`src/hw/rtl/gspr_pkg.sv`:
```
// gspr_pkg: shared constants, direction and command codes, and the
// controller/datapath command and status structs of the grid path router.
// No dependencies; used by gspr_ctrl, gspr_dpath and the top level.
package gspr_pkg;

    // distance word and the "not reached" level
    localparam int DIST_BITS = 12;
    localparam logic [DIST_BITS-1:0] DIST_INF = 12'hFFF;

    // a reported path holds at most this many nodes
    localparam int PATH_MAX  = 16;
    localparam int PATH_BITS = 4;

    // input command codes
    localparam logic CMD_WRITE = 1'b0;
    localparam logic CMD_QUERY = 1'b1;

    // grid move codes
    localparam logic [2:0] DIR_NORTH = 3'd0;
    localparam logic [2:0] DIR_EAST  = 3'd1;
    localparam logic [2:0] DIR_SOUTH = 3'd2;
    localparam logic [2:0] DIR_WEST  = 3'd3;
    localparam logic [2:0] DIR_NONE  = 3'd4;

    // commands from the controller to the datapath
    typedef struct packed {
        logic clr_step;    // write one zero weight of the clearing pass
        logic edge_wr;     // store the weight of the accepted write beat
        logic q_load;      // latch start and goal of the accepted query beat
        logic q_init;      // clear search flags, distance of start to zero
        logic scan_init;   // restart the minimum scan
        logic scan_step;   // one node of the minimum scan
        logic settle;      // settle the scan winner, restart the counter
        logic relax_step;  // one node of the relaxation
        logic walk_init;   // start the predecessor walk at the goal
        logic walk_step;   // buffer the current node, fetch its predecessor
        logic walk_load;   // take the fetched predecessor
        logic out_prime;   // fetch the start node from the path buffer
        logic out_load;    // take the start node, fetch the next one
        logic out_step;    // send one path result
        logic emit_fail;   // send the unreachable result
    } t_dp_cmd;

    // status from the datapath to the controller
    typedef struct packed {
        logic clr_last;     // clearing pass is at its final entry
        logic q_ok;         // start and goal are valid node numbers
        logic seq_done;     // scan or relaxation counter has run through
        logic found;        // the scan found an unsettled reached node
        logic best_is_goal; // the scan winner is the goal
        logic walk_end;     // walk is at the start or at the node limit
        logic walk_ok;      // walk ended at the start within the path limit
        logic out_more;     // a further path node follows the current one
    } t_dp_stat;

endpackage

```
`src/hw/rtl/grid_shortest_path_router_top.sv`:
```
// grid_shortest_path_router_top: shortest-path router over a grid of cells,
// edge weights in a RAM, Dijkstra search with a one-node-a-cycle datapath.
// Depends on gspr_pkg, gspr_ctrl, gspr_dpath and gspr_ram.
//
//   channel  | handshake             | fields
//   ---------+-----------------------+---------------------------------------
//   command  | start in, busy out    | cmd, from/to node, weight, start/goal
//   result   | o_valid strobe out    | path index/node, direction, unreach, last
//
// A write beat is taken while idle and busy stays low. A query beat keeps busy high
// through the search, the predecessor walk and the result readout: minimum scan and
// relaxation each run over all nodes through the registered RAM reads, one node a
// cycle. Each result beat is registered from its readout step.
// After reset a clearing pass writes NODES * NODES zero weights, one a cycle,
// with busy high. Each result beat is on the ports for one cycle; the receiver
// takes every beat and cannot stall.
module grid_shortest_path_router_top #(
    parameter int NODES       = 16,
    parameter int GRID_WIDTH  = 4,
    parameter int WEIGHT_BITS = 8
) (
    input  logic       i_clk,
    input  logic       i_rst_n,
    input  logic       start,
    output logic       busy,
    input  logic       i_cmd,
    input  logic [3:0] i_from_node,
    input  logic [3:0] i_to_node,
    input  logic [7:0] i_weight,
    input  logic [3:0] i_start_node,
    input  logic [3:0] i_goal_node,
    output logic       o_valid,
    output logic [3:0] o_path_index,
    output logic [3:0] o_path_node,
    output logic [2:0] o_step_direction,
    output logic       o_unreachable,
    output logic       o_last
);

    import gspr_pkg::*;

    t_dp_cmd  w_cmd;
    t_dp_stat w_stat;

    // sequencer
    gspr_ctrl u_ctrl (
        .i_clk   (i_clk),
        .i_rst_n (i_rst_n),
        .i_start (start),
        .i_cmd   (i_cmd),
        .i_stat  (w_stat),
        .o_cmd   (w_cmd),
        .o_busy  (busy)
    );

    // memories, search and result datapath
    gspr_dpath #(
        .NODES       (NODES),
        .GRID_WIDTH  (GRID_WIDTH),
        .WEIGHT_BITS (WEIGHT_BITS)
    ) u_dpath (
        .i_clk            (i_clk),
        .i_rst_n          (i_rst_n),
        .i_cmd            (w_cmd),
        .o_stat           (w_stat),
        .i_from_node      (i_from_node),
        .i_to_node        (i_to_node),
        .i_weight         (i_weight),
        .i_start_node     (i_start_node),
        .i_goal_node      (i_goal_node),
        .o_valid          (o_valid),
        .o_path_index     (o_path_index),
        .o_path_node      (o_path_node),
        .o_step_direction (o_step_direction),
        .o_unreachable    (o_unreachable),
        .o_last           (o_last)
    );

endmodule

```
`src/hw/rtl/gspr_ram.sv`:
```
// gspr_ram: generic single write port, single read port RAM with a
// registered read. No dependencies.
module gspr_ram #(
    parameter int WIDTH = 8,
    parameter int DEPTH = 16
) (
    input  logic                     i_clk,
    input  logic                     i_we,
    input  logic [$clog2(DEPTH)-1:0] i_waddr,
    input  logic [WIDTH-1:0]         i_wdata,
    input  logic [$clog2(DEPTH)-1:0] i_raddr,
    output logic [WIDTH-1:0]         o_rdata
);

    logic [WIDTH-1:0] r_mem [DEPTH];
    logic [WIDTH-1:0] r_rdata;

    // write port
    always_ff @(posedge i_clk) begin
        if (i_we) begin
            r_mem[i_waddr] <= i_wdata;
        end
    end

    // registered read port
    always_ff @(posedge i_clk) begin
        r_rdata <= r_mem[i_raddr];
    end

    assign o_rdata = r_rdata;

endmodule

```
`src/hw/rtl/gspr_ctrl.sv`:
```
// gspr_ctrl: sequencing state machine of the grid path router.
// Depends on gspr_pkg (command and status structs, command codes).
module gspr_ctrl (
    input  logic               i_clk,
    input  logic               i_rst_n,
    input  logic               i_start,
    input  logic               i_cmd,
    input  gspr_pkg::t_dp_stat i_stat,
    output gspr_pkg::t_dp_cmd  o_cmd,
    output logic               o_busy
);

    import gspr_pkg::*;

    typedef enum logic [11:0] {
        S_CLEAR  = 12'b0000_0000_0001,
        S_IDLE   = 12'b0000_0000_0010,
        S_QCHK   = 12'b0000_0000_0100,
        S_SCAN   = 12'b0000_0000_1000,
        S_DECIDE = 12'b0000_0001_0000,
        S_RELAX  = 12'b0000_0010_0000,
        S_WALK   = 12'b0000_0100_0000,
        S_WAIT   = 12'b0000_1000_0000,
        S_OPRIME = 12'b0001_0000_0000,
        S_OLOAD  = 12'b0010_0000_0000,
        S_OSTEP  = 12'b0100_0000_0000,
        S_FAIL   = 12'b1000_0000_0000
    } t_state;

    t_state  r_state;
    t_state  n_state;
    t_dp_cmd w_cmd;

    // state register, clearing pass runs first after reset
    always_ff @(posedge i_clk) begin
        if (!i_rst_n) begin
            r_state <= S_CLEAR;
        end else begin
            r_state <= n_state;
        end
    end

    // next state and datapath commands
    always_comb begin
        n_state = r_state;
        w_cmd   = '0;
        case (r_state)
            S_CLEAR: begin
                w_cmd.clr_step = 1'b1;
                if (i_stat.clr_last) begin
                    n_state = S_IDLE;
                end
            end
            S_IDLE: begin
                if (i_start) begin
                    if (i_cmd == CMD_QUERY) begin
                        w_cmd.q_load = 1'b1;
                        n_state      = S_QCHK;
                    end else begin
                        w_cmd.edge_wr = 1'b1;
                    end
                end
            end
            S_QCHK: begin
                if (i_stat.q_ok) begin
                    w_cmd.q_init    = 1'b1;
                    w_cmd.scan_init = 1'b1;
                    n_state         = S_SCAN;
                end else begin
                    n_state = S_FAIL;
                end
            end
            S_SCAN: begin
                w_cmd.scan_step = 1'b1;
                if (i_stat.seq_done) begin
                    n_state = S_DECIDE;
                end
            end
            S_DECIDE: begin
                if (!i_stat.found) begin
                    n_state = S_FAIL;
                end else if (i_stat.best_is_goal) begin
                    w_cmd.walk_init = 1'b1;
                    n_state         = S_WALK;
                end else begin
                    w_cmd.settle = 1'b1;
                    n_state      = S_RELAX;
                end
            end
            S_RELAX: begin
                w_cmd.relax_step = 1'b1;
                if (i_stat.seq_done) begin
                    n_state = S_RELAX;
                    w_cmd.scan_init = 1'b1;
                    n_state         = S_SCAN;
                end
            end
            S_WALK: begin
                w_cmd.walk_step = 1'b1;
                if (i_stat.walk_end) begin
                    n_state = i_stat.walk_ok ? S_OPRIME : S_FAIL;
                end else begin
                    n_state = S_WAIT;
                end
            end
            S_WAIT: begin
                w_cmd.walk_load = 1'b1;
                n_state         = S_WALK;
            end
            S_OPRIME: begin
                w_cmd.out_prime = 1'b1;
                n_state         = S_OLOAD;
            end
            S_OLOAD: begin
                w_cmd.out_load = 1'b1;
                n_state        = S_OSTEP;
            end
            S_OSTEP: begin
                w_cmd.out_step = 1'b1;
                if (!i_stat.out_more) begin
                    n_state = S_IDLE;
                end
            end
            S_FAIL: begin
                w_cmd.emit_fail = 1'b1;
                n_state         = S_IDLE;
            end
            default: begin
                n_state = S_CLEAR;
            end
        endcase
    end

    assign o_cmd  = w_cmd;
    assign o_busy = (r_state != S_IDLE);

endmodule

```
`src/hw/rtl/gspr_dpath.sv`:
```
// gspr_dpath: weight, distance, predecessor and path memories, the scan and
// relaxation counter, search flags, path walk and the result registers.
// Depends on gspr_pkg and gspr_ram.
module gspr_dpath #(
    parameter int NODES       = 16,
    parameter int GRID_WIDTH  = 4,
    parameter int WEIGHT_BITS = 8
) (
    input  logic               i_clk,
    input  logic               i_rst_n,
    input  gspr_pkg::t_dp_cmd  i_cmd,
    output gspr_pkg::t_dp_stat o_stat,
    input  logic [3:0]         i_from_node,
    input  logic [3:0]         i_to_node,
    input  logic [7:0]         i_weight,
    input  logic [3:0]         i_start_node,
    input  logic [3:0]         i_goal_node,
    output logic               o_valid,
    output logic [3:0]         o_path_index,
    output logic [3:0]         o_path_node,
    output logic [2:0]         o_step_direction,
    output logic               o_unreachable,
    output logic               o_last
);

    import gspr_pkg::*;

    localparam int NB = $clog2(NODES);           // node number
    localparam int CB = $clog2(NODES + 1);       // node count
    localparam int AB = $clog2(NODES * NODES);   // weight memory address
    localparam int SB = ((WEIGHT_BITS > DIST_BITS) ? WEIGHT_BITS : DIST_BITS) + 1;
    localparam int DB = NB + 5;                  // room for node plus grid width

    // control registers
    logic [AB-1:0]        r_clr;
    logic [NODES-1:0]     r_reached;
    logic [NODES-1:0]     r_settled;
    logic [CB-1:0]        r_cnt;
    logic                 r_pv;
    logic                 r_found;
    logic                 r_valid;

    // payload registers
    logic [3:0]           r_start_raw;
    logic [3:0]           r_goal_raw;
    logic [NB-1:0]        r_pi;
    logic [DIST_BITS-1:0] r_best;
    logic [NB-1:0]        r_m;
    logic [NB-1:0]        r_j;
    logic [CB-1:0]        r_count;
    logic [PATH_BITS-1:0] r_k;
    logic [PATH_BITS-1:0] r_a;
    logic [NB-1:0]        r_cur;
    logic [3:0]           r_o_index;
    logic [3:0]           r_o_node;
    logic [2:0]           r_o_dir;
    logic                 r_o_unr;
    logic                 r_o_last;

    // memory ports
    logic                   w_e_we;
    logic [AB-1:0]          w_e_waddr;
    logic [WEIGHT_BITS-1:0] w_e_wdata;
    logic [AB-1:0]          w_e_raddr;
    logic [WEIGHT_BITS-1:0] w_e_rdata;
    logic                   w_d_we;
    logic [NB-1:0]          w_d_waddr;
    logic [DIST_BITS-1:0]   w_d_wdata;
    logic [DIST_BITS-1:0]   w_d_rdata;
    logic                   w_p_we;
    logic [NB-1:0]          w_p_rdata;
    logic                   w_b_we;
    logic [PATH_BITS-1:0]   w_b_waddr;
    logic [PATH_BITS-1:0]   w_b_raddr;
    logic [NB-1:0]          w_b_rdata;

    // derived values
    logic [NB-1:0]    w_start_idx;
    logic [NB-1:0]    w_goal_idx;
    logic             w_edge_ok;
    logic             w_scan_hit;
    logic [SB-1:0]    w_sum;
    logic             w_upd;
    logic             w_more;
    logic [NODES-1:0] w_first_col;
    logic [NODES-1:0] w_last_col;
    logic [DB-1:0]    w_a;
    logic [DB-1:0]    w_b;
    logic [2:0]       w_dir;
    logic [NODES-1:0] w_start_hot;

    assign w_start_idx = NB'(r_start_raw);
    assign w_goal_idx  = NB'(r_goal_raw);
    assign w_edge_ok   = (int'(i_from_node) < NODES) && (int'(i_to_node) < NODES);

    // column table of the grid
    for (genvar g = 0; g < NODES; g++) begin : g_col
        localparam int COL = g % GRID_WIDTH;
        assign w_first_col[g] = (COL == 0);
        assign w_last_col[g]  = (COL == GRID_WIDTH - 1);
    end

    // edge weight memory: clearing pass or a write beat
    assign w_e_we    = i_cmd.clr_step || (i_cmd.edge_wr && w_edge_ok);
    assign w_e_waddr = i_cmd.clr_step ? r_clr
                     : AB'(i_from_node) * AB'(NODES) + AB'(i_to_node);
    assign w_e_wdata = i_cmd.clr_step ? '0 : WEIGHT_BITS'(i_weight);
    assign w_e_raddr = AB'(r_m) * AB'(NODES) + AB'(r_cnt[NB-1:0]);

    gspr_ram #(.WIDTH(WEIGHT_BITS), .DEPTH(NODES * NODES)) u_edge_ram (
        .i_clk   (i_clk),
        .i_we    (w_e_we),
        .i_waddr (w_e_waddr),
        .i_wdata (w_e_wdata),
        .i_raddr (w_e_raddr),
        .o_rdata (w_e_rdata)
    );

    // distance memory: start seeded at query init, improved by relaxation
    assign w_d_we    = i_cmd.q_init || (i_cmd.relax_step && w_upd);
    assign w_d_waddr = i_cmd.q_init ? w_start_idx : r_pi;
    assign w_d_wdata = i_cmd.q_init ? '0 : w_sum[DIST_BITS-1:0];

    gspr_ram #(.WIDTH(DIST_BITS), .DEPTH(NODES)) u_dist_ram (
        .i_clk   (i_clk),
        .i_we    (w_d_we),
        .i_waddr (w_d_waddr),
        .i_wdata (w_d_wdata),
        .i_raddr (r_cnt[NB-1:0]),
        .o_rdata (w_d_rdata)
    );

    // predecessor memory
    assign w_p_we = i_cmd.relax_step && w_upd;

    gspr_ram #(.WIDTH(NB), .DEPTH(NODES)) u_pred_ram (
        .i_clk   (i_clk),
        .i_we    (w_p_we),
        .i_waddr (r_pi),
        .i_wdata (r_m),
        .i_raddr (r_j),
        .o_rdata (w_p_rdata)
    );

    // path buffer, goal at entry zero, start at the highest entry
    assign w_b_we    = i_cmd.walk_step && (int'(r_count) <= PATH_MAX);
    assign w_b_waddr = PATH_BITS'(r_count - CB'(1));
    assign w_b_raddr = i_cmd.out_prime ? PATH_BITS'(r_count - CB'(1)) : r_a;

    gspr_ram #(.WIDTH(NB), .DEPTH(PATH_MAX)) u_path_ram (
        .i_clk   (i_clk),
        .i_we    (w_b_we),
        .i_waddr (w_b_waddr),
        .i_wdata (r_j),
        .i_raddr (w_b_raddr),
        .o_rdata (w_b_rdata)
    );

    // minimum scan compare, strict less keeps the lowest index on ties
    assign w_scan_hit = r_pv && !r_settled[r_pi] && r_reached[r_pi] &&
                        (w_d_rdata < r_best);

    // relaxation with the forward weight
    assign w_sum = SB'(r_best) + SB'(w_e_rdata);
    assign w_upd = r_pv && !r_settled[r_pi] && (w_e_rdata != '0) &&
                   (w_sum < SB'(DIST_INF)) &&
                   (!r_reached[r_pi] || (w_sum < SB'(w_d_rdata)));

    assign w_more = (int'(r_k) + 1) < int'(r_count);

    // grid move from the current node to the next one
    assign w_a = DB'(r_cur);
    assign w_b = DB'(w_b_rdata);
    always_comb begin
        w_dir = DIR_NONE;
        if (!w_first_col[r_cur] && (w_b + DB'(1) == w_a)) begin
            w_dir = DIR_WEST;
        end else if (!w_last_col[r_cur] && (w_a + DB'(1) < DB'(NODES)) &&
                     (w_b == w_a + DB'(1))) begin
            w_dir = DIR_EAST;
        end else if ((w_a + DB'(GRID_WIDTH) < DB'(NODES)) &&
                     (w_b == w_a + DB'(GRID_WIDTH))) begin
            w_dir = DIR_NORTH;
        end else if ((w_a >= DB'(GRID_WIDTH)) && (w_b + DB'(GRID_WIDTH) == w_a)) begin
            w_dir = DIR_SOUTH;
        end
    end

    // one-hot of the start node for query init
    always_comb begin
        w_start_hot = '0;
        w_start_hot[w_start_idx] = 1'b1;
    end

    // control registers
    always_ff @(posedge i_clk) begin
        if (!i_rst_n) begin
            r_clr     <= '0;
            r_reached <= '0;
            r_settled <= '0;
            r_cnt     <= '0;
            r_pv      <= 1'b0;
            r_found   <= 1'b0;
            r_valid   <= 1'b0;
        end else begin
            if (i_cmd.clr_step) begin
                r_clr <= r_clr + AB'(1);
            end
            // search flags
            if (i_cmd.q_init) begin
                r_reached <= w_start_hot;
                r_settled <= '0;
            end else begin
                if (i_cmd.settle) begin
                    r_settled[r_m] <= 1'b1;
                end
                if (i_cmd.relax_step && w_upd) begin
                    r_reached[r_pi] <= 1'b1;
                end
            end
            // node counter shared by scan and relaxation
            if (i_cmd.scan_init || i_cmd.settle) begin
                r_cnt <= '0;
                r_pv  <= 1'b0;
            end else if (i_cmd.scan_step || i_cmd.relax_step) begin
                r_pv <= (r_cnt < CB'(NODES));
                if (r_cnt < CB'(NODES)) begin
                    r_cnt <= r_cnt + CB'(1);
                end
            end
            if (i_cmd.scan_init) begin
                r_found <= 1'b0;
            end else if (i_cmd.scan_step && w_scan_hit) begin
                r_found <= 1'b1;
            end
            r_valid <= i_cmd.out_step || i_cmd.emit_fail;
        end
    end

    // payload registers
    always_ff @(posedge i_clk) begin
        if (i_cmd.q_load) begin
            r_start_raw <= i_start_node;
            r_goal_raw  <= i_goal_node;
        end
        if (i_cmd.scan_step || i_cmd.relax_step) begin
            r_pi <= r_cnt[NB-1:0];
        end
        if (i_cmd.scan_init) begin
            r_best <= DIST_INF;
        end else if (i_cmd.scan_step && w_scan_hit) begin
            r_best <= w_d_rdata;
            r_m    <= r_pi;
        end
        // predecessor walk
        if (i_cmd.walk_init) begin
            r_j     <= w_goal_idx;
            r_count <= CB'(1);
        end else if (i_cmd.walk_load) begin
            r_j     <= w_p_rdata;
            r_count <= r_count + CB'(1);
        end
        // path readout, start first
        if (i_cmd.out_prime) begin
            r_a <= PATH_BITS'(r_count - CB'(2));
            r_k <= '0;
        end else if (i_cmd.out_load) begin
            r_cur <= w_b_rdata;
            r_a   <= r_a - PATH_BITS'(1);
        end else if (i_cmd.out_step && w_more) begin
            r_cur <= w_b_rdata;
            r_a   <= r_a - PATH_BITS'(1);
            r_k   <= r_k + PATH_BITS'(1);
        end
        // result beat
        if (i_cmd.emit_fail) begin
            r_o_index <= '0;
            r_o_node  <= r_goal_raw;
            r_o_dir   <= DIR_NONE;
            r_o_unr   <= 1'b1;
            r_o_last  <= 1'b1;
        end else if (i_cmd.out_step) begin
            r_o_index <= r_k;
            r_o_node  <= 4'(r_cur);
            r_o_dir   <= w_more ? w_dir : DIR_NONE;
            r_o_unr   <= 1'b0;
            r_o_last  <= !w_more;
        end
    end

    // status to the controller
    assign o_stat.clr_last     = (r_clr == AB'(NODES * NODES - 1));
    assign o_stat.q_ok         = (int'(r_start_raw) < NODES) && (int'(r_goal_raw) < NODES);
    assign o_stat.seq_done     = (r_cnt == CB'(NODES));
    assign o_stat.found        = r_found;
    assign o_stat.best_is_goal = (r_m == w_goal_idx);
    assign o_stat.walk_end     = (r_j == w_start_idx) || (r_count == CB'(NODES));
    assign o_stat.walk_ok      = (r_j == w_start_idx) && (int'(r_count) <= PATH_MAX);
    assign o_stat.out_more     = w_more;

    assign o_valid          = r_valid;
    assign o_path_index     = r_o_index;
    assign o_path_node      = r_o_node;
    assign o_step_direction = r_o_dir;
    assign o_unreachable    = r_o_unr;
    assign o_last           = r_o_last;

endmodule

```
`config.mk`:
```
export PLATFORM = sky130hd
export DESIGN_NAME = grid_shortest_path_router_top
export DESIGN_NICKNAME = d
export VERILOG_FILES = /design/src/hw/rtl/gspr_pkg.sv /design/src/hw/rtl/grid_shortest_path_router_top.sv /design/src/hw/rtl/gspr_ram.sv /design/src/hw/rtl/gspr_ctrl.sv /design/src/hw/rtl/gspr_dpath.sv
export SDC_FILE = /design/constraint.sdc
export NUM_CORES = 2
export LEC_CHECK = 0
export BUFFER_PORTS_ARGS = -buffer_cell sky130_fd_sc_hd__buf_2
export CORE_AREA = 2 2 669 605
export DETAILED_ROUTE_END_ITERATION = 8
export DIE_AREA = 0 0 671 607
export GPL_TIMING_DRIVEN = 1
export PLACE_DENSITY = 0.5
export SLEW_MARGIN = 10
export SYNTH_ARGS = -nofsm -noshare
export SYNTH_HDL_FRONTEND = slang
export SYNTH_SLANG_ARGS = --single-unit
```
`constraint.sdc`:
```
create_clock -name i_clk -period 8.75 [get_ports i_clk]
set_input_delay 1.3125 -clock i_clk [delete_from_list [all_inputs] [get_ports i_clk]]
set_output_delay 1.3125 -clock i_clk [all_outputs]
set_load 0.02 [all_outputs]
```
==> summary.md <==
| Metric | Value |
|---|---|
| Design Power | between 0.02 and 0.025 W |
| CTS resizes | 0 |
| Wirelength per Cell | approximately 25 um |
| DRT iter0 DRCs | 5,659 |
| Reg-to-reg slack, setup | around 3.3 ns |
| Via count | a little under 50,000 |
| Vias/cell | approximately 4.6 |
| Count leader, synth | edfxtp_1 |
| Die height | between 600 and 700 um |
| Crit path launch type | flop |
| Die X | 671 um |
| Synth top area cells | edfxtp_1, mux4_2, dfxtp_1 |
| Root buf cell | clkbuf_16 |
| DRC viols | 0 |
| Global-route wire length before repair | between 300,000 and 400,000 um |
| Worst r2r path cells | 14 |
| Hold path startpoint | u_dpath.o_step_direction[2] |
| CTS Sinks | approximately 2,500 |
| First drt pass iteration count | 6 |
| TNS Setup | 0 ns |
| Yosys warnings | 0 |
| Routability cong. | roughly 0.82 |
| Combinational Power Share | 3.5% |
| Status | complete, no violations |
| HP Class | flop to flop |
| Worst setup EP type | flop |
| Worst hold path depth | 1 |
| Synth cell count leaders | edfxtp_1, mux4_2, nor2_1 |
| Die footprint | between 400,000 and 500,000 um2 |
| Async set-reset flop share out of synthesis | 0% |
| Worst Tran Pin Value | ~1.3 ns |
| Largest net degree at the start of global routing | around 200 |
| Final Instance Area | approximately 110,000 um2 |
| Post-synth top area share | a little over 70% |
| Core area | between 400,000 and 500,000 um2 |
| CTS buffer count | 242 |
| Final hold violations | 0 |
| Layout cells sized above 1 | between 20% and 30% |
| Crit-path max cell delay | roughly 0.76 ns |
| Relative max-transition margin | between 10% and 20% |
| Clock transition at path regs | around 0.070 ns |
| Post-route ant nets | 0 |
| IO buf count | between 40 and 50 |
| Initial Util | about a quarter |
| Worst Path Required | between 9 and 10 ns |
| Clock Path Buffers | 4 |
| CTS tree | yes |
| Final core utilization | ~28% |
| VDD IR max | 0.172 mV |
| # fillers | between 30,000 and 40,000 |
| Area leader, netlist | edfxtp_1 |
| Clock Skews | 0.0806 ns |
| Final WL | between 200,000 and 300,000 um |
| Post-synthesis net count | 4,954 |
| Max Cap Viol | 0 |
| Pwr per Cell Area | roughly 210 nW/um2 |
| Total number of H-tree levels | 4 |
| Hpwl dp | around 160,000 um |
| Clock latency on the worst-skew pair | 0.91 ns |
| Final period util | around 62% |
| Post-Syn Area | about 100,000 um2 |
| LEAKAGE | between 30 and 40 nW |
| CP cell instances | ha_1 > fa_1 > a211oi_1 > o21ai_0 > xnor2_1 > inv_1 > ha_1 > and4_1 > a21oi_1 > o211ai_1 > a221o_1 > a2111oi_4 > a21oi_1 > a21oi_2 |
| Reg-to-Reg Start | u_dpath.u_edge_ram.o_rdata[0] |
| Seq cells post-synth | roughly 2,500 |
| Slew Viols, Final | 0 |
| P_sw | around 0.0053 W |
| Clock power share | 41.5% |
| Initial antenna violation count | 18 |
| Row count | 221 |
| Post-Syn Instances | around 4,900 |
| Crit path time final | about 5.4 ns |
| Cell internal pwr | 0.0191 W |
| Yosys cell types | 87 |
| CP arrival | between 5 and 6 ns |
| Final Setup Violations | 0 |
| # nets final | between 5,000 and 6,000 |
| Most used DFF post-synth | edfxtp_1 |
| Synth Area per Inst | 20.5 um2 |
| RSZ-0062 raised after global routing | false |
| Crit Path Category | flop to flop |
| Post-DP Area | roughly 110,000 um2 |
| Setup repair bufs after CTS | 0 |
| Max Fclk | roughly 180 MHz |
| CTS Hold Bufs | 0 |
| Critical-path top delay cell | a2111oi_4 |
| # IOs | 43 |
| EDFF count, synth | 2,400 |
| Sw frac | 21.6% |
| Sequential power share | 54.9% |
| Sequential share of the synthesized area | between 70% and 80% |
| CP Max Fanout | 12 |
| Worst hold slack | 0.464 ns |
| Vias in the first global route | 48,900 |
| Layout area overhead | 14.1% |
| R2r endpoint | u_dpath.u_dist_ram.r_mem[4][6] |
| Worst hold endpoint | u_dpath.o_step_direction[2] |
| Gr usage total | roughly an eighth |
| Grt total ovfl | 0 |
## sequential cells by signal, indices dropped and copies added, names as in the netlist, 5 cells and up, named ones only
register / cells
u_dpath.u_edge_ram.o_rdata: 8
u_ctrl.r_state: 12
u_dpath.u_edge_ram.r_mem: 2048
u_dpath.r_count: 5
u_dpath.r_reached: 16
u_dpath.u_dist_ram.r_mem: 192
u_dpath.r_best: 12
u_dpath.u_path_ram.r_mem: 64
u_dpath.u_pred_ram.r_mem: 64
u_dpath.r_clr: 8
u_dpath.r_cnt: 5
u_dpath.r_settled: 16
u_dpath.u_dist_ram.o_rdata: 12
## metal layers
layer	global-route usage [%]	wire length (um)	up-vias
met5	0	0	-
met3	2.37	18300	327
met4	2.39	4950	0
met2	19.6	121000	1658
met1	18.0	117000	26400
li1	-	-	20400
## cell type report
type                    count  area, um2  area share [%]
well taps                5352       6700            5.88
inverters                  68        255           0.224
clock buffers             310       6330            5.56
repair buffers            146       1180            1.04
flip-flops and latches   2520      74500            65.4
diodes                      2       5.00         0.00440
multi-input cells        2032      23800            20.9
clock inverters           128       1110           0.972
## through the flow
step | cells | worst slack (ns)
2_1_floorplan | 4872 | 3.32
3_3_place_gp | 10100 | 2.89
3_5_place_dp | 10100 | 2.96
4_1_cts | 10600 | 2.87
5_1_grt | 10600 | 2.90
6_report | 10600 | 3.32
## power groups by stage
stage / combinational, W / sequential [W] / clock [W]
2_1_floorplan: 0.000372 / 0.0137 / 0
3_3_place_gp: 0.000845 / 0.0136 / 0
3_5_place_dp: 0.000871 / 0.0136 / 0
4_1_cts: 0.000872 / 0.0134 / 0.0103
5_1_grt: 0.000898 / 0.0134 / 0.0108
6_report: 0.000861 / 0.0134 / 0.0101
## layout by cell type, fill, tap and decap left out, drive strengths merged, types with 8 or more instances in the layout
cell type and count:
nand2 199, and3 15, or4 11, nor2 385
edfxtp 2400, a21o 9, o211ai 15, clkinv 99
ha 53, a211oi 13, o32ai 8, inv 78
nand4b 9, o22ai 20, xnor2 34, bufinv 18
nor4 16, nand4 21, nor3 38, mux4 697
nand3b 11, a22oi 43, or3 17, mux2i 86
nand2b 16, a21oi 60, mux2 10, nor2b 15
clkbuf 310, and2 26, buf 146, xor2 19
nand3 47, a31oi 24, dfxtp 120, o21ai 36
a22o 13
## logic make-up after synthesis
group | synth area share [%]
simple gates | 3.94
compound gates | 1.97
flops | 74.7
fa+ha+maj | 0.685
mux | 16.7
xor+xnor | 0.465
buf+inv | 1.58
## how the worst max path moves through the flow
stage,slack [ns],start,cells after the start,to
after floorplan,3.32,i_weight[0],1,u_dpath.u_edge_ram.r_mem[0][0]
after global placement,2.89,u_dpath.u_edge_ram.o_rdata[0],14,u_dpath.u_dist_ram.r_mem[4][10]
after detailed placement,2.96,u_dpath.u_edge_ram.o_rdata[0],14,u_dpath.u_dist_ram.r_mem[4][10]
after CTS,2.87,u_dpath.u_edge_ram.o_rdata[0],14,u_dpath.u_dist_ram.r_mem[4][3]
after global routing,2.90,u_dpath.u_edge_ram.o_rdata[0],14,u_dpath.u_dist_ram.r_mem[4][6]
final,3.32,u_dpath.u_edge_ram.o_rdata[0],14,u_dpath.u_dist_ram.r_mem[4][6]
## worst max-delay path: cells and delay by family (launching register included)
kind / cells / cell delay, ns
AND/OR/NAND/NOR: 1 / 0.22
AO/OA/AOI/OAI: 8 / 3.16
adder cells (fa/ha/maj): 3 / 0.94
flip-flops: 1 / 0.32
buffers and inverters: 1 / 0.11
XOR/XNOR: 1 / 0.28
Note: power is estimated with default switching activity, not from simulation.
